--- config.mk ---
export PLATFORM = sky130hd
export DESIGN_NAME = two_road_traffic_light_sequencer_unit
export DESIGN_NICKNAME = d
export VERILOG_FILES = /design/src/sv/tlseq_pkg.sv /design/src/sv/tlseq_out_buf.sv /design/src/sv/two_road_traffic_light_sequencer_unit.sv
export SDC_FILE = /design/constraint.sdc
export NUM_CORES = 1
export LEC_CHECK = 0
export BUFFER_PORTS_ARGS = -buffer_cell sky130_fd_sc_hd__buf_2
export CORE_ASPECT_RATIO = 0.8
export CORE_MARGIN = 2
export CORE_UTILIZATION = 45
export CTS_CLUSTER_SIZE = 12
export DETAILED_ROUTE_END_ITERATION = 12
export MAX_ROUTING_LAYER = met4
export PLACE_DENSITY = 0.58
export SYNTH_ARGS = -nofsm -noshare
export SYNTH_HDL_FRONTEND = slang
export SYNTH_HIERARCHICAL = 1
export SYNTH_SLANG_ARGS = --single-unit
--- constraint.sdc ---
create_clock -name clk -period 6.5 [get_ports clk]
set_clock_uncertainty 0.15 [all_clocks]
set_input_delay 1.3 -clock clk [delete_from_list [all_inputs] [get_ports clk]]
set_output_delay 1.3 -clock clk [all_outputs]
set_load 0.005 [all_outputs]
--- src/sv/tlseq_pkg.sv ---
// Package for the two-road traffic light sequencer: types, codes, phase tables.
package tlseq_pkg;

	// Field widths
	localparam int DUR_W         = 16;
	localparam int BLINK_W       = 10;
	localparam int DISP_W        = 8;
	localparam int CFG_IDX_W     = 3;
	localparam int CFG_DATA_W    = 16;
	localparam int PHASE_W       = 3;
	localparam int COUNT_BITS_DEF = 16;

	// Register reset values
	localparam logic [DUR_W-1:0]   TURN_TICKS_RST   = 16'd10000;
	localparam logic [DUR_W-1:0]   NGREEN_TICKS_RST = 16'd10000;
	localparam logic [DUR_W-1:0]   RGREEN_TICKS_RST = 16'd30000;
	localparam logic [DUR_W-1:0]   AMBER_TICKS_RST  = 16'd3000;
	localparam logic [DUR_W-1:0]   ALLRED_TICKS_RST = 16'd1000;
	localparam logic [BLINK_W-1:0] BLINK_PERIOD_RST = 10'd125;
	localparam logic [DISP_W-1:0]  DISP_PERIOD_RST  = 8'd15;

	// Last phase of each cycle
	localparam logic [PHASE_W-1:0] LAST_PHASE_NORMAL = 3'd5;
	localparam logic [PHASE_W-1:0] LAST_PHASE_RUSH   = 3'd7;

	typedef enum logic [1:0] {
		ASP_RED   = 2'd0,
		ASP_AMBER = 2'd1,
		ASP_GREEN = 2'd2,
		ASP_TURN  = 2'd3
	} aspect_t;

	typedef enum logic [2:0] {
		SEL_TURN   = 3'd0,
		SEL_NGREEN = 3'd1,
		SEL_RGREEN = 3'd2,
		SEL_AMBER  = 3'd3,
		SEL_ALLRED = 3'd4
	} dur_sel_t;

	typedef enum logic [CFG_IDX_W-1:0] {
		CFG_TURN_TICKS   = 3'd0,
		CFG_NGREEN_TICKS = 3'd1,
		CFG_RGREEN_TICKS = 3'd2,
		CFG_AMBER_TICKS  = 3'd3,
		CFG_ALLRED_TICKS = 3'd4,
		CFG_BLINK_PERIOD = 3'd5,
		CFG_DISP_PERIOD  = 3'd6
	} cfg_idx_t;

	// One result as it leaves the block
	typedef struct packed {
		logic                lamp_red;
		logic                lamp_amber;
		logic                lamp_green;
		logic [1:0]          north_south_aspect;
		logic [1:0]          east_west_aspect;
		logic [PHASE_W-1:0]  phase_index;
		logic                rush_active;
	} result_t;

	// North-south aspect by mode and phase
	function automatic aspect_t ns_aspect(input logic rush, input logic [PHASE_W-1:0] ph);
		aspect_t a;
		a = ASP_RED;
		if (rush) begin
			case (ph)
				3'd4:    a = ASP_TURN;
				3'd5:    a = ASP_GREEN;
				3'd6:    a = ASP_AMBER;
				default: a = ASP_RED;
			endcase
		end else begin
			case (ph)
				3'd3:    a = ASP_TURN;
				3'd4:    a = ASP_GREEN;
				3'd5:    a = ASP_AMBER;
				default: a = ASP_RED;
			endcase
		end
		return a;
	endfunction

	// East-west aspect is the same in both modes
	function automatic aspect_t ew_aspect(input logic [PHASE_W-1:0] ph);
		aspect_t a;
		case (ph)
			3'd0:    a = ASP_TURN;
			3'd1:    a = ASP_GREEN;
			3'd2:    a = ASP_AMBER;
			default: a = ASP_RED;
		endcase
		return a;
	endfunction

	// Which duration register a phase loads
	function automatic dur_sel_t dur_select(input logic rush, input logic [PHASE_W-1:0] ph);
		dur_sel_t s;
		if (rush) begin
			case (ph)
				3'd0, 3'd4: s = SEL_TURN;
				3'd1, 3'd5: s = SEL_RGREEN;
				3'd2, 3'd6: s = SEL_AMBER;
				default:    s = SEL_ALLRED;
			endcase
		end else begin
			case (ph)
				3'd0, 3'd3: s = SEL_TURN;
				3'd1, 3'd4: s = SEL_NGREEN;
				3'd2, 3'd5: s = SEL_AMBER;
				default:    s = SEL_ALLRED;
			endcase
		end
		return s;
	endfunction

endpackage

--- src/sv/tlseq_out_buf.sv ---
// Two-entry output buffer: result register plus skid stage.
module tlseq_out_buf (
	input  logic                clk,
	input  logic                arst_n,
	input  logic                push_valid,
	output logic                push_ready,
	input  tlseq_pkg::result_t  push_data,
	output logic                pop_valid,
	input  logic                pop_ready,
	output tlseq_pkg::result_t  pop_data
);
	import tlseq_pkg::*;

	logic    main_valid_q;
	logic    skid_valid_q;
	result_t main_q;
	result_t skid_q;
	logic    push;
	logic    pop;

	assign push_ready = !skid_valid_q;
	assign push       = push_valid && !skid_valid_q;
	assign pop        = main_valid_q && pop_ready;
	assign pop_valid  = main_valid_q;
	assign pop_data   = main_q;

	// occupancy flags
	always_ff @(posedge clk or negedge arst_n) begin
		if (!arst_n) begin
			main_valid_q <= 1'b0;
			skid_valid_q <= 1'b0;
		end else if (pop) begin
			if (skid_valid_q) begin
				skid_valid_q <= 1'b0;
			end else begin
				main_valid_q <= push;
			end
		end else if (push) begin
			if (main_valid_q) begin
				skid_valid_q <= 1'b1;
			end else begin
				main_valid_q <= 1'b1;
			end
		end
	end

	// payload, no reset needed
	always_ff @(posedge clk) begin
		if (pop) begin
			if (skid_valid_q) begin
				main_q <= skid_q;
			end else if (push) begin
				main_q <= push_data;
			end
		end else if (push) begin
			if (main_valid_q) begin
				skid_q <= push_data;
			end else begin
				main_q <= push_data;
			end
		end
	end

endmodule

--- src/sv/two_road_traffic_light_sequencer_unit.sv ---
// A tick request's result is registered in the output buffer before it is presented.
// Throughput: one tick request per cycle while the output buffer has room; the
// phase countdown, display and blink counters all update in the accepting cycle.
// A two-entry output buffer lets one further request in while a result waits.
// Reset: phase 0, normal mode, countdown at the turn duration, counters and
// lamps cleared, all timing registers at their default values.
module two_road_traffic_light_sequencer_unit #(
	parameter int COUNT_BITS = tlseq_pkg::COUNT_BITS_DEF
) (
	input  logic                               clk,
	input  logic                               arst_n,
	input  logic                               cfg_valid,
	output logic                               cfg_ready,
	input  logic [tlseq_pkg::CFG_IDX_W-1:0]    cfg_index,
	input  logic [tlseq_pkg::CFG_DATA_W-1:0]   cfg_data,
	input  logic                               in_valid,
	output logic                               in_ready,
	input  logic                               rush_request,
	input  logic                               view_east_west,
	output logic                               out_valid,
	input  logic                               out_ready,
	output logic                               lamp_red,
	output logic                               lamp_amber,
	output logic                               lamp_green,
	output logic [1:0]                         north_south_aspect,
	output logic [1:0]                         east_west_aspect,
	output logic [tlseq_pkg::PHASE_W-1:0]      phase_index,
	output logic                               rush_active
);
	import tlseq_pkg::*;

	localparam longint unsigned CD_MAX = (64'd1 << COUNT_BITS) - 64'd1;
	localparam logic [COUNT_BITS-1:0] CD_RST =
		COUNT_BITS'((64'(TURN_TICKS_RST) > CD_MAX) ? CD_MAX : 64'(TURN_TICKS_RST));

	// timing registers
	logic [DUR_W-1:0]   turn_ticks_q;
	logic [DUR_W-1:0]   ngreen_ticks_q;
	logic [DUR_W-1:0]   rgreen_ticks_q;
	logic [DUR_W-1:0]   amber_ticks_q;
	logic [DUR_W-1:0]   allred_ticks_q;
	logic [BLINK_W-1:0] blink_period_q;
	logic [DISP_W-1:0]  disp_period_q;

	// sequencer state
	logic [PHASE_W-1:0]    phase_q;
	logic [COUNT_BITS-1:0] countdown_q;
	logic                  mode_q;
	logic [DISP_W-1:0]     disp_count_q;
	logic [BLINK_W-1:0]    blink_count_q;
	logic [2:0]            lamps_q;

	logic                  accept;
	logic                  cd_expired;
	logic                  wrap;
	logic                  mode_next;
	logic [PHASE_W-1:0]    phase_next;
	dur_sel_t              sel;
	logic [DUR_W-1:0]      dur_raw;
	logic [DUR_W-1:0]      dur_min1;
	logic [COUNT_BITS-1:0] dur_load;
	logic [COUNT_BITS-1:0] countdown_next;
	aspect_t               ns_asp;
	aspect_t               ew_asp;
	aspect_t               viewed;
	logic [DISP_W-1:0]     disp_per;
	logic [DISP_W-1:0]     disp_inc;
	logic                  disp_hit;
	logic [DISP_W-1:0]     disp_count_next;
	logic [BLINK_W-1:0]    blink_per;
	logic [BLINK_W-1:0]    blink_inc;
	logic                  blink_hit;
	logic [BLINK_W-1:0]    blink_count_next;
	logic [2:0]            lamps_disp;
	logic [2:0]            lamps_next;
	result_t               res;
	result_t               res_out;
	logic                  buf_ready;

	assign cfg_ready = 1'b1;
	assign in_ready  = buf_ready;
	assign accept    = in_valid && buf_ready;

	// configuration writes
	always_ff @(posedge clk or negedge arst_n) begin
		if (!arst_n) begin
			turn_ticks_q   <= TURN_TICKS_RST;
			ngreen_ticks_q <= NGREEN_TICKS_RST;
			rgreen_ticks_q <= RGREEN_TICKS_RST;
			amber_ticks_q  <= AMBER_TICKS_RST;
			allred_ticks_q <= ALLRED_TICKS_RST;
			blink_period_q <= BLINK_PERIOD_RST;
			disp_period_q  <= DISP_PERIOD_RST;
		end else if (cfg_valid) begin
			case (cfg_idx_t'(cfg_index))
				CFG_TURN_TICKS:   turn_ticks_q   <= cfg_data;
				CFG_NGREEN_TICKS: ngreen_ticks_q <= cfg_data;
				CFG_RGREEN_TICKS: rgreen_ticks_q <= cfg_data;
				CFG_AMBER_TICKS:  amber_ticks_q  <= cfg_data;
				CFG_ALLRED_TICKS: allred_ticks_q <= cfg_data;
				CFG_BLINK_PERIOD: blink_period_q <= cfg_data[BLINK_W-1:0];
				CFG_DISP_PERIOD:  disp_period_q  <= cfg_data[DISP_W-1:0];
				default: ;
			endcase
		end
	end

	// phase advance
	always_comb begin
		cd_expired = (countdown_q[COUNT_BITS-1:1] == '0);
		wrap       = phase_q >= (mode_q ? LAST_PHASE_RUSH : LAST_PHASE_NORMAL);
		mode_next  = mode_q;
		phase_next = phase_q;
		if (cd_expired) begin
			if (wrap) begin
				phase_next = '0;
				mode_next  = rush_request;
			end else begin
				phase_next = phase_q + PHASE_W'(1);
			end
		end
		sel = dur_select(mode_next, phase_next);
	end

	// duration of the phase being entered
	always_comb begin
		case (sel)
			SEL_TURN:   dur_raw = turn_ticks_q;
			SEL_NGREEN: dur_raw = ngreen_ticks_q;
			SEL_RGREEN: dur_raw = rgreen_ticks_q;
			SEL_AMBER:  dur_raw = amber_ticks_q;
			default:    dur_raw = allred_ticks_q;
		endcase
		dur_min1 = (dur_raw == '0) ? DUR_W'(1) : dur_raw;
	end

	// saturate to the countdown width
	generate
		if (COUNT_BITS >= DUR_W) begin : g_dur_wide
			assign dur_load = COUNT_BITS'(dur_min1);
		end else begin : g_dur_narrow
			assign dur_load = (|dur_min1[DUR_W-1:COUNT_BITS]) ? '1 : dur_min1[COUNT_BITS-1:0];
		end
	endgenerate

	assign countdown_next = cd_expired ? dur_load : (countdown_q - COUNT_BITS'(1));

	// aspects and lamp update
	always_comb begin
		ns_asp = ns_aspect(mode_next, phase_next);
		ew_asp = ew_aspect(phase_next);
		viewed = view_east_west ? ew_asp : ns_asp;

		disp_per        = (disp_period_q == '0) ? DISP_W'(1) : disp_period_q;
		disp_inc        = disp_count_q + DISP_W'(1);
		disp_hit        = disp_inc >= disp_per;
		disp_count_next = disp_hit ? '0 : disp_inc;

		lamps_disp = lamps_q;
		if (disp_hit) begin
			case (viewed)
				ASP_RED:   lamps_disp = 3'b001;
				ASP_AMBER: lamps_disp = 3'b010;
				ASP_GREEN: lamps_disp = 3'b100;
				default:   lamps_disp = lamps_q;
			endcase
		end

		blink_per        = (blink_period_q == '0) ? BLINK_W'(1) : blink_period_q;
		blink_inc        = blink_count_q + BLINK_W'(1);
		blink_hit        = blink_inc >= blink_per;
		blink_count_next = blink_hit ? '0 : blink_inc;

		lamps_next = lamps_disp;
		if (blink_hit && viewed == ASP_TURN) begin
			lamps_next = {~lamps_disp[2], 2'b00};
		end

		res.lamp_red           = lamps_next[0];
		res.lamp_amber         = lamps_next[1];
		res.lamp_green         = lamps_next[2];
		res.north_south_aspect = ns_asp;
		res.east_west_aspect   = ew_asp;
		res.phase_index        = phase_next;
		res.rush_active        = mode_next;
	end

	// state registers, stepped once per accepted tick
	always_ff @(posedge clk or negedge arst_n) begin
		if (!arst_n) begin
			phase_q       <= '0;
			countdown_q   <= CD_RST;
			mode_q        <= 1'b0;
			disp_count_q  <= '0;
			blink_count_q <= '0;
			lamps_q       <= '0;
		end else if (accept) begin
			phase_q       <= phase_next;
			countdown_q   <= countdown_next;
			mode_q        <= mode_next;
			disp_count_q  <= disp_count_next;
			blink_count_q <= blink_count_next;
			lamps_q       <= lamps_next;
		end
	end

	// result register and skid stage
	tlseq_out_buf u_out_buf (
		.clk        (clk),
		.arst_n     (arst_n),
		.push_valid (in_valid),
		.push_ready (buf_ready),
		.push_data  (res),
		.pop_valid  (out_valid),
		.pop_ready  (out_ready),
		.pop_data   (res_out)
	);

	assign lamp_red           = res_out.lamp_red;
	assign lamp_amber         = res_out.lamp_amber;
	assign lamp_green         = res_out.lamp_green;
	assign north_south_aspect = res_out.north_south_aspect;
	assign east_west_aspect   = res_out.east_west_aspect;
	assign phase_index        = res_out.phase_index;
	assign rush_active        = res_out.rush_active;

endmodule
==> results.md <==
* Outcome: finished, final reports clean
* HP Class: register to register
* Largest net degree at the start of global routing at 90
* Via count at 6,398
* Clock sink total at roughly 160
* Final nets at between 800 and 900
* Count of buffers from port buffering at 38
* Crit. End Element: register
* Share of the yosys chip area belonging to registers at 0.487
* Worst Tran Pin Value at roughly 1.2 ns
* Post-DR vias/cell at 5.83
* Root buf cell: clkbuf_16
* Relative slew slack at 0.175
* Vias in the first global route at a little over 6k
* CP Data Required Time at approximately 6.7 ns
* Grt ovf at 0
* Post-Route Setup TNS at 0 ns
* Cell variety after synth at between 70 and 80
* Syn Nets at between 800 and 900
* Final Hold Vio Count at 0
* Routability cong. at 0.913
* Synth warn at 6
* Area Growth Syn to Fin at 11.8%
* Total GRT Usage at 0.219
* Dpl cells at 1,066
* TritonCTS clock tree: yes
* # diodes at 0
* Power Dens Cells at 350 nW/um2
* Post-synth EDFFs at 22
* Max Clk Rate at around 0.18 GHz
* Top_reg_cell synth: dfrtp_1
* Total I/O pin count at 40
* Worst hold slack at approximately 0.36 ns
* Period utilization at 0.841
* Die height at 128 um
* Final Cell Area at ~9700 um2
* RSZ-0062 raised after global routing: false
* Ratio of cells with drive above 1 in the final layout at 0.307
* DP Wirelength at approximately 15 mm
* Cell Rows at 45
* Clock buffer depth at 2
* DR iter-0 viols at 491
* Wire length per cell at ~19 um
* Clock transition at path regs at ~0.07 ns
* Crit path launch type: register
* Cts bufs inserted at 17
* Kind of critical path: register to register
* Maximum fanout along the worst path at 32
* TritonRoute pass-1 iters at 5
* Final Non-Filler Cells at about 1.1k
* Async set-reset flop share out of synthesis at 0.865
* Total detailed-routing wirelength at between 20 and 25 mm
* Critical path arrival at 5.67 ns
* Setup Fix Bufs, Post-CTS at 0
* Minimum clock period at approximately 5.5 ns
* Instance count of the mapped netlist at 800
* Die ar. at 20,500 um2
* Final setup viols at 0
* H-tree Lvls at 4
* Clock Latency Late Sink at between 0.4 and 0.5 ns
* Final core occ at 0.513
* MaxCap Viol Count at 0
* Initial core utilization at 0.459
* Fin. max-slew vios at 0
* # hold bufs at CTS at 0
* P_leak at 0.00411 uW
* VDD IR max at between 0.15 and 0.2 mV
* CORE AREA at about 19,000 um2
* Synthesized area per cell at between 10 and 15 um2
* Die span in x at around 160 um
* Initial antenna violation count at 0
* First-pass GRT wire length at between 30 and 40 mm
* Post-synthesis cell area at ~8700 um2
* Post-cts resize count at 0
* # DRC at 0
* ANT nets after route at 0
* Seq cells post-synth at about 160
* Placed Area at 9150 um2
routing by layer:
layer | up-vias | wire, um | GRT usage
met2 | 184 | 9170 | 0.311
met1 | 3222 | 10600 | 0.323
met4 | 0 | 188 | 0.0578
li1 | 2974 | - | -
met5 | - | 0 | -
met3 | 18 | 1230 | 0.0397
per-stage QoR:
stage / power (uW) / setup slack [ns]
finish: 3410 / 1.03
global route: 3610 / 0.587
CTS: 3430 / 1.08
detailed placement: 2420 / 1.15
global placement: 2370 / 1.34
floorplan: 2140 / 1.91
state kept, by name, summed over array words and instances (netlist names):
register,cells
u_out_buf/pop_data,11
mode_q,1
u_out_buf/skid_q,11
blink_period_q,10
u_out_buf/skid_valid_q,1
disp_count_q,8
turn_ticks_q,16
disp_period_q,8
ngreen_ticks_q,16
lamps_q,3
phase_q,3
rgreen_ticks_q,16
countdown_q,16
amber_ticks_q,16
u_out_buf/pop_valid,1
allred_ticks_q,16
blink_count_q,10
worst max-delay path, stage by stage (launching register included):
cell	delay (ns)
dfrtp_1	0.41
nor4_1	0.41
and4_1	0.56
mux2i_1	0.59
ha_1	0.60
inv_1	0.18
a21oi_1	0.17
o31a_1	0.24
o32ai_2	0.19
nor2_1	0.26
a2bb2oi_2	0.17
buf_4	0.33
nand2_1	0.09
o32a_1	0.34
a2111oi_2	0.37
nand4_1	0.17
o21ai_1	0.15
layout by cell type (no fill, tap or decap), drive strengths merged, types with 11 or more instances in the layout:
| cell | n |
|---|---|
| mux2 | 114 |
| dfrtp | 96 |
| nand2 | 84 |
| o21ai | 57 |
| buf | 47 |
| dfstp | 45 |
| nor2 | 43 |
| inv | 41 |
| a21oi | 38 |
| ha | 27 |
| nand3 | 23 |
| edfxtp | 22 |
| clkbuf | 21 |
| mux2i | 12 |
| nor3 | 12 |
| a21o | 11 |
path summary, 6_finish.rpt:
path,start,end,slack (ns),cells past startpoint
worst max-delay path,countdown_q[14]$_DFFE_PN0P_,countdown_q[0]$_DFFE_PN0P_,1.03,16
worst min-delay path,amber_ticks_q[0]$_DFFE_PN0P_,amber_ticks_q[0]$_DFFE_PN0P_,0.36,1
worst max register to register,countdown_q[14]$_DFFE_PN0P_,countdown_q[0]$_DFFE_PN0P_,1.03,16
worst min register to register,amber_ticks_q[0]$_DFFE_PN0P_,amber_ticks_q[0]$_DFFE_PN0P_,0.36,1
max in group asynchronous,arst_n,amber_ticks_q[1]$_DFFE_PN0P_,4.25,2
min in group asynchronous,arst_n,disp_count_q[7]$_DFFE_PN0P_,0.76,1
cells by family after synthesis:
| kind of cell | after synthesis | synth area share |
|---|---|---|
| AO/OA/AOI/OAI | 181 | 0.138 |
| XOR/XNOR | 14 | 0.0141 |
| adder cells (fa/ha/maj) | 27 | 0.0388 |
| buffers and inverters | 74 | 0.0368 |
| flip-flops | 163 | 0.487 |
| multiplexers | 126 | 0.165 |
| other | 1 | 0.000430 |
| AND/OR/NAND/NOR | 214 | 0.119 |
cell type report:
type	count	area, um2
Fill cell	1662	9230
Sequential cell	163	4250
Multi-Input combinational cell	563	4190
Clock buffer	21	483
Tap cell	258	323
Timing Repair Buffer	47	264
Inverter	35	131
Clock inverter	11	105
power by group:
part / switching (uW) / internal, uW / leakage [uW]
Sequential: 210 / 1350 / 0.00186
Combinational: 449 / 408 / 0.00197
Clock: 445 / 549 / 0.000278
Total: 1100 / 2300 / 0.00411
cells in the mapped netlist (7+ instances only):
| master | number | area, um2 |
|---|---|---|
| nand2_1 | 82 | 308 |
| a22oi_1 | 8 | 60.1 |
| edfxtp_1 | 22 | 661 |
| inv_1 | 33 | 124 |
| clkbuf_1 | 24 | 90.1 |
| o21ai_0 | 52 | 260 |
| nor2_1 | 43 | 161 |
| mux2i_1 | 12 | 120 |
| a21o_1 | 10 | 75.1 |
| nor3_1 | 11 | 55.1 |
| buf_2 | 7 | 35.0 |
| dfstp_2 | 45 | 1180 |
| dfrtp_1 | 96 | 2400 |
| o22ai_1 | 8 | 50.1 |
| and3_1 | 9 | 56.3 |
| mux2_2 | 104 | 1170 |
| nand3_1 | 22 | 110 |
| a21oi_1 | 38 | 190 |
| ha_1 | 27 | 338 |
| xnor2_1 | 9 | 78.8 |
| mux2_4 | 10 | 150 |
(Power assumes the default switching activity.)
